[src/rtl/orientation_vectors_to_quaternion_macros.svh]
// ----------------------------------------------------------------------------
// Orientation vectors to quaternion: assertion macros
// Concurrent check wrappers, empty in synthesis builds.
// ----------------------------------------------------------------------------
`ifndef ORIENTATION_VECTORS_TO_QUATERNION_MACROS_SVH
`define ORIENTATION_VECTORS_TO_QUATERNION_MACROS_SVH
`ifndef SYNTHESIS
`define OVQ_ASSERT_NEVER(label, clk, rst_n, cond, msg) \
	label: assert property (@(posedge clk) disable iff (!rst_n) !(cond)) else $error(msg);
`define OVQ_ASSERT_NEXT(label, clk, rst_n, ante, cons, msg) \
	label: assert property (@(posedge clk) disable iff (!rst_n) (ante) |=> (cons)) else $error(msg);
`else
`define OVQ_ASSERT_NEVER(label, clk, rst_n, cond, msg)
`define OVQ_ASSERT_NEXT(label, clk, rst_n, ante, cons, msg)
`endif
`endif

[src/rtl/ovq_queue.sv]
// ----------------------------------------------------------------------------
// Orientation vectors to quaternion: decoupling queue
// Two-entry queue between front end and back end, registered read.
// ----------------------------------------------------------------------------
`include "orientation_vectors_to_quaternion_macros.svh"
module ovq_queue #(
	parameter int W = 8
) (
	input  logic         clk,
	input  logic         arst_n,
	input  logic         push,
	input  logic [W-1:0] push_data,
	output logic         full,
	output logic         out_valid,
	output logic [W-1:0] out_data
);
	localparam int DEPTH = 2;
	localparam int PTRW = $clog2(DEPTH);
	localparam int CNTW = $clog2(DEPTH + 1);

	logic [W-1:0] mem [DEPTH];
	logic [PTRW-1:0] wr_ptr_q, rd_ptr_q;
	logic [CNTW-1:0] count_q;
	logic out_valid_q;
	logic [W-1:0] out_data_q;
	logic pop, wr_en;

	assign pop = (count_q != '0);
	assign full = (count_q == CNTW'(DEPTH));
	assign wr_en = push && !full;

	always_ff @(posedge clk or negedge arst_n) begin
		if (!arst_n) begin
			wr_ptr_q <= '0;
			rd_ptr_q <= '0;
			count_q <= '0;
			out_valid_q <= 1'b0;
		end else begin
			if (wr_en) wr_ptr_q <= wr_ptr_q + 1'b1;
			if (pop) rd_ptr_q <= rd_ptr_q + 1'b1;
			if (wr_en && !pop) count_q <= count_q + 1'b1;
			else if (!wr_en && pop) count_q <= count_q - 1'b1;
			out_valid_q <= pop;
		end
	end

	always_ff @(posedge clk) begin
		if (wr_en) mem[wr_ptr_q] <= push_data;
		out_data_q <= mem[rd_ptr_q];
	end

	assign out_valid = out_valid_q;
	assign out_data = out_data_q;

	`OVQ_ASSERT_NEVER(a_no_overflow, clk, arst_n, push && full, "queue overflow")
	`OVQ_ASSERT_NEXT(a_fill_one, clk, arst_n, push && (count_q == '0), count_q == CNTW'(1), "queue count")
	`OVQ_ASSERT_NEXT(a_drain, clk, arst_n, count_q != '0, out_valid_q, "queue did not drain")

endmodule

[config.mk]
export PLATFORM = sky130hd
export DESIGN_NAME = ovq_queue
export DESIGN_NICKNAME = d
export VERILOG_FILES = /design/src/rtl/ovq_queue.sv
export VERILOG_INCLUDE_DIRS = /design/src /design/src/rtl
export SDC_FILE = /design/constraint.sdc
export NUM_CORES = 1
export LEC_CHECK = 0
export BUFFER_PORTS_ARGS = -buffer_cell sky130_fd_sc_hd__buf_2
export CORE_MARGIN = 2
export CORE_UTILIZATION = 45
export CTS_CLUSTER_DIAMETER = 200
export CTS_CLUSTER_SIZE = 16
export DETAILED_ROUTE_END_ITERATION = 12
export PLACE_DENSITY = 0.67
export SLEW_MARGIN = 20
export SYNTH_ARGS = -nofsm -noshare
export SYNTH_HDL_FRONTEND = slang
export SYNTH_SLANG_ARGS = --single-unit
[constraint.sdc]
create_clock -name clk -period 1.65 [get_ports clk]
set_input_delay 0.2475 -clock clk [delete_from_list [all_inputs] [get_ports clk]]
set_output_delay 0.2475 -clock clk [all_outputs]
set_load 0.005 [all_outputs]
==> After elaboration in Yosys (flattened, before gate mapping) <==
Memory sizes are Yosys's and may differ from the RTL's. A register that Yosys moved wholly into a read port is not among the register bits.
Index checks and enable logic that the tools add are counted.
{ "totals": {"register_bits": 5, "elab_cells": 22, "mem_count": 1, "output_inout_bits": 10, "inputBits": 11, "ramBits": 16} }
{ "op_classes": {"n_eq_ne": 1, "add_sub_neg": 4, "muxes": 4, "reduce_logical": 8} }
{ "memory_table": {"columns": ["name", "words", "word_bits", "read_ports", "rd_ports_with_merged_regs", "write_ports", "line_no", "rtl"], "rows": [
  ["mem", 2, 8, 1, 1, 1, "ovq_queue.sv:21", "logic [W-1:0] mem [DEPTH];"]
]} }
{ "ops": {"columns": ["cell", "n"], "rows": [
  ["$mux 2", 2],
  ["$reduce_bool 2->1", 2],
  ["$logic_and 1x1->1", 3],
  ["$logic_not 1->1", 3],
  ["$add 1x1->1 const B", 2],
  ["$add 2x1->2 const B", 1],
  ["$eq 2x2->1 const B", 1],
  ["$mux 1", 2],
  ["$sub 2x1->2 const B", 1]
]} }

==> Depth between registers and ports, before layout <==
{ "logic_depth": {"depth_word": 7, "mapped_depth": 7, "depth_no_buf": 7} }

==> Least setup slack after synthesis <==
Ideal clock, no wire load.
{ "synth_timing": {"kind": "register to register", "from": "register count_q[0]", "to": "memory mem[0][0], enable pin", "path_stages_with_launch": 4, "path_slack_ns": 0.310, "required_time_ns": 1.280, "n_path_buf": 0, "setup_ns": 0.370, "arrival_ns": 0.970, "synth_period_minus_slack_ns": 1.340, "path_cell_list": "dfrtp_1 -> nand2b_4 -> nand2_2 -> nor2_1"} }
{ "synth_between": {"elab_chain_cells": 5} }
{ "synth_lines": {"columns": ["item", "line_no", "rtl"], "rows": [
  ["start, declared", "ovq_queue.sv:23", "logic [CNTW-1:0] count_q;"],
  ["start signal, assigned", "ovq_queue.sv:41", "if (wr_en && !pop) count_q <= count_q + 1'b1;"],
  ["start signal, assigned", "ovq_queue.sv:42", "else if (!wr_en && pop) count_q <= count_q - 1'b1;"],
  ["$eq 2x2->1", "ovq_queue.sv:29", "assign full = (count_q == CNTW'(DEPTH));"],
  ["$logic_not 1->1", "ovq_queue.sv:30", "assign wr_en = push && !full;"],
  ["$logic_and 1x1->1", "ovq_queue.sv:30", null],
  ["$mux 1", "ovq_queue.sv:48", "if (wr_en) mem[wr_ptr_q] <= push_data;"],
  ["$mux 1 (implied by the code)", "ovq_queue.sv:48", null],
  ["end, declared", "ovq_queue.sv:21", null]
]} }
Every way passes these cells.

==> Final worst setup path <==
{ "layout_timing": {"from": "register count_q[0]", "to": "register count_q[1]"} }
{ "layout_between": {"elab_chain_cells": 6, "word_cells_on_any_way": 13, "classes_between": "2 x add/sub; 1 x eq/ne; 2 x mux; 8 x reduce/logical"} }
{ "layout_lines": {"columns": ["item", "line_no"], "rows": [
  ["$eq 2x2->1", "ovq_queue.sv:29"],
  ["$logic_not 1->1", "ovq_queue.sv:30"],
  ["$logic_and 1x1->1", "ovq_queue.sv:30"],
  ["$logic_not 1->1", "ovq_queue.sv:42"],
  ["$logic_and 1x1->1", "ovq_queue.sv:42"],
  ["$reduce_bool 2->1 (no source line)", null]
]} }
Parallel ways exist; a longest one is shown, timed or not. The select of a mux whose other input is x is not followed.
A chain may end at the register's enable or synchronous reset.

==> out/qor.json <==
{
  "finalHoldViolations": {"value": 0},
  "startpoint_type": {"value": "flop"},
  "yosys_register_bits": {"value": 29},
  "cts_htree_levels": {"value": 2},
  "final_nets": {"value": 94},
  "detailroute.via_count": {"value": 496},
  "place.gp.congestion": {"value": 0.675},
  "fill_cells": {"value": 176},
  "core_area": {"value": 0.00200, "unit": "mm²"},
  "cts_made_buffers": {"value": 5},
  "finalCoreUtilization": {"value": 58.4, "unit": "%"},
  "fin_setup_tns": {"value": 0, "unit": "ns"},
  "overflow": {"value": 0},
  "syn_inst": {"value": 53},
  "clock_tree_sinks": {"value": 29},
  "report.final.setup_viol": {"value": 0},
  "start_util": {"value": 48.4, "unit": "%"},
  "die_height": {"value": 50.4, "unit": "µm"},
  "timing.fmax": {"value": 716, "unit": "MHz"},
  "max-cap-violations": {"value": 0},
  "grt_antenna_before_repair": {"value": 0},
  "antenna_cells": {"value": 0},
  "final_period_minus_worst_setup_slack": {"value": 1.40, "unit": "ns"},
  "grt_first_pass_wirelength": {"value": 2.12, "unit": "mm"},
  "timing_worst_setup_path_type": {"value": "reg2reg"},
  "route.detailed.wl_per_inst": {"value": 11.6, "unit": "µm"},
  "clk-insertion-delay-late": {"value": 0.31, "unit": "ns"},
  "synth_top_cell_by_area": {"value": "sky130_fd_sc_hd__edfxtp_1"},
  "ir_drop": {"value": 0.000953, "unit": "V"},
  "cts.path.max_buffers": {"value": 2},
  "cp_data_required_time": {"value": 1.89, "unit": "ns"},
  "post-cts-setup-buffer-count": {"value": 0},
  "detailedPlacementHpwl": {"value": 897, "unit": "µm"},
  "synthDominantCellAreaShare": {"value": 49.6, "unit": "%"},
  "final_cell_mix": {"value": "sky130_fd_sc_hd__buf_2 (20), sky130_fd_sc_hd__edfxtp_1 (16), sky130_fd_sc_hd__mux2_2 (8), sky130_fd_sc_hd__dfxtp_1 (8)"},
  "io_pins": {"value": 21},
  "die-width": {"value": 50.4, "unit": "µm"},
  "synth-seq-area-share": {"value": 79.1, "unit": "%"},
  "synth.net_count": {"value": 65},
  "setup_repair_after_global_routing_missed_its_margin": {"value": "no"},
  "leakage": {"value": 0.489, "unit": "nW"},
  "post_cts_resized": {"value": 0},
  "synth_area": {"value": 968, "unit": "µm²"},
  "max_slew_margin": {"value": 73.8, "unit": "%"},
  "clock_tree_from_tritoncts": {"value": "yes"},
  "post-route-drc-count": {"value": 0},
  "power_per_cell_area": {"value": 1760, "unit": "mW/mm²"},
  "skew": {"value": 0.00680, "unit": "ns"},
  "clk_root_buffer_cell": {"value": "sky130_fd_sc_hd__clkbuf_4"},
  "io_buffer_count": {"value": 20},
  "min_period_over_period": {"value": 84.7, "unit": "%"},
  "slew_viol_final": {"value": 0},
  "synth.area.top_cells": {"value": "sky130_fd_sc_hd__edfxtp_1 (50%), sky130_fd_sc_hd__dfxtp_1 (17%), sky130_fd_sc_hd__dfrtp_1 (13%)"},
  "floorplan.die_area": {"value": 0.00254, "unit": "mm²"},
  "worstSetupEndpointType": {"value": "flop"},
  "number_of_global_route_vias_before_repair": {"value": 489},
  "number_of_iterations_in_the_first_detailed_routing_pass": {"value": 2},
  "layout_commonest_cell": {"value": "sky130_fd_sc_hd__buf_2"},
  "synthesis.yosys.warnings": {"value": 0},
  "syn_to_final_growth": {"value": 20.7, "unit": "%"},
  "cts.clk_slew.worst_paths": {"value": 0.08, "unit": "ns"},
  "synth.avg_cell_area": {"value": 18.3, "unit": "µm²"},
  "timing.critical_path.arrival": {"value": 1.63, "unit": "ns"},
  "drt_iter0_markers": {"value": 3},
  "result_of_the_run": {"value": "finished clean"},
  "drt-total-wl": {"value": 1.28, "unit": "mm"},
  "grt_start_max_net_pins": {"value": 10},
  "cts_hold_buffers": {"value": 1},
  "ant_nets": {"value": 0},
  "fp-row-count": {"value": 16},
  "holdCritPathClass": {"value": "in2reg"},
  "vias_per_instance": {"value": 4.51},
  "grt_util_all_layers": {"value": 12.7, "unit": "%"},
  "worst_pin_slew": {"value": 0.393, "unit": "ns"},
  "drive_above_1_share": {"value": 44.6, "unit": "%"},
  "cp_max_fo": {"value": 4},
  "post_synth_num_cell_types": {"value": 13}
}
## metal layers
metal  global-route usage [%]  wire length, µm  up-vias
met5                        0                0        -
met4                     6.76               25        0
met3                     8.04              101        5
met2                     18.6              590       16
met1                     14.2              558      231
li1                         -                -      244
## final cells by class
class / count / area, µm² / share of cell area [%]
sequential: 29 / 766 / 65.5
multi-input combinational: 20 / 184 / 15.7
clock buffer: 7 / 45.0 / 3.85
clock inverter: 1 / 3.75 / 0.321
timing repair buffer: 23 / 125 / 10.7
tap: 27 / 33.8 / 2.89
inverter: 3 / 11.3 / 0.964
## path summary, 6_finish.rpt
check                                  startpoint                      to  slack (ns)  depth (start not counted)
setup / recovery           count_q[0]$_DFFE_PN0P_  count_q[1]$_DFFE_PN0P_        0.25                          6
hold / removal                       push_data[2]     mem[1][2]$_DFFE_PP_        0.12                          1
setup reg to reg           count_q[0]$_DFFE_PN0P_  count_q[1]$_DFFE_PN0P_        0.25                          6
min in group asynchronous                  arst_n    rd_ptr_q$_DFFE_PN0P_        0.27                          2
hold reg to reg               mem[1][6]$_DFFE_PP_     out_data[6]$_DFF_P_        0.48                          1
max in group asynchronous                  arst_n  count_q[1]$_DFFE_PN0P_        1.25                          2
## logic make-up after synthesis
kind of cell	count (synthesis)	synth area share, %
XOR/XNOR	5	4.52
adder cells (fa/ha/maj)	1	1.29
buffers and inverters	4	1.94
flip-flops	29	79.1
multiplexers	8	9.30
AND/OR/NAND/NOR	6	3.88
## synthesized netlist by cell type
library cell               count
sky130_fd_sc_hd__nand2_2       1
sky130_fd_sc_hd__xor2_1        2
sky130_fd_sc_hd__dfrtp_1       5
sky130_fd_sc_hd__mux2_2        8
sky130_fd_sc_hd__inv_1         3
sky130_fd_sc_hd__nor2_1        3
sky130_fd_sc_hd__dfxtp_1       8
sky130_fd_sc_hd__buf_4         1
sky130_fd_sc_hd__and3_1        1
sky130_fd_sc_hd__nand2b_4      1
sky130_fd_sc_hd__edfxtp_1     16
sky130_fd_sc_hd__xnor2_1       3
sky130_fd_sc_hd__ha_1          1
## flip-flops by register name, indices dropped and copies added, names as in the netlist
signal,flops
count_q,2
mem,16
out_data,8
rd_ptr_q,1
out_valid,1
wr_ptr_q,1
## power breakdown
part	switching, mW	internal [mW]
clock	0.209	0.163
sequential	0.129	1.02
combinational	0.223	0.310
## through the flow
step / total power [mW] / cells / hold slack, ns / setup slack (ns) / instance area, µm²
after CTS: 2.10 / 110 / 0.104 / 0.234 / 1170
after floorplan: 1.51 / 53 / -0.0481 / 0.310 / 968
after detailed placement: 1.72 / 101 / 0.0664 / 0.242 / 1110
final: 2.06 / 110 / 0.116 / 0.252 / 1170
after global routing: 2.22 / 110 / 0.0961 / 0.138 / 1170
after global placement: 1.69 / 101 / 0.0670 / 0.312 / 1110
## worst max-delay path, cell delays in order, from the launching register on
cell                       delay [ns]
sky130_fd_sc_hd__dfrtp_1         0.43
sky130_fd_sc_hd__nand2b_4        0.17
sky130_fd_sc_hd__nand2_2         0.09
sky130_fd_sc_hd__inv_1           0.05
sky130_fd_sc_hd__ha_1            0.29
sky130_fd_sc_hd__nor2_1          0.14
sky130_fd_sc_hd__xor2_1          0.15
(Power assumes the default switching activity.)
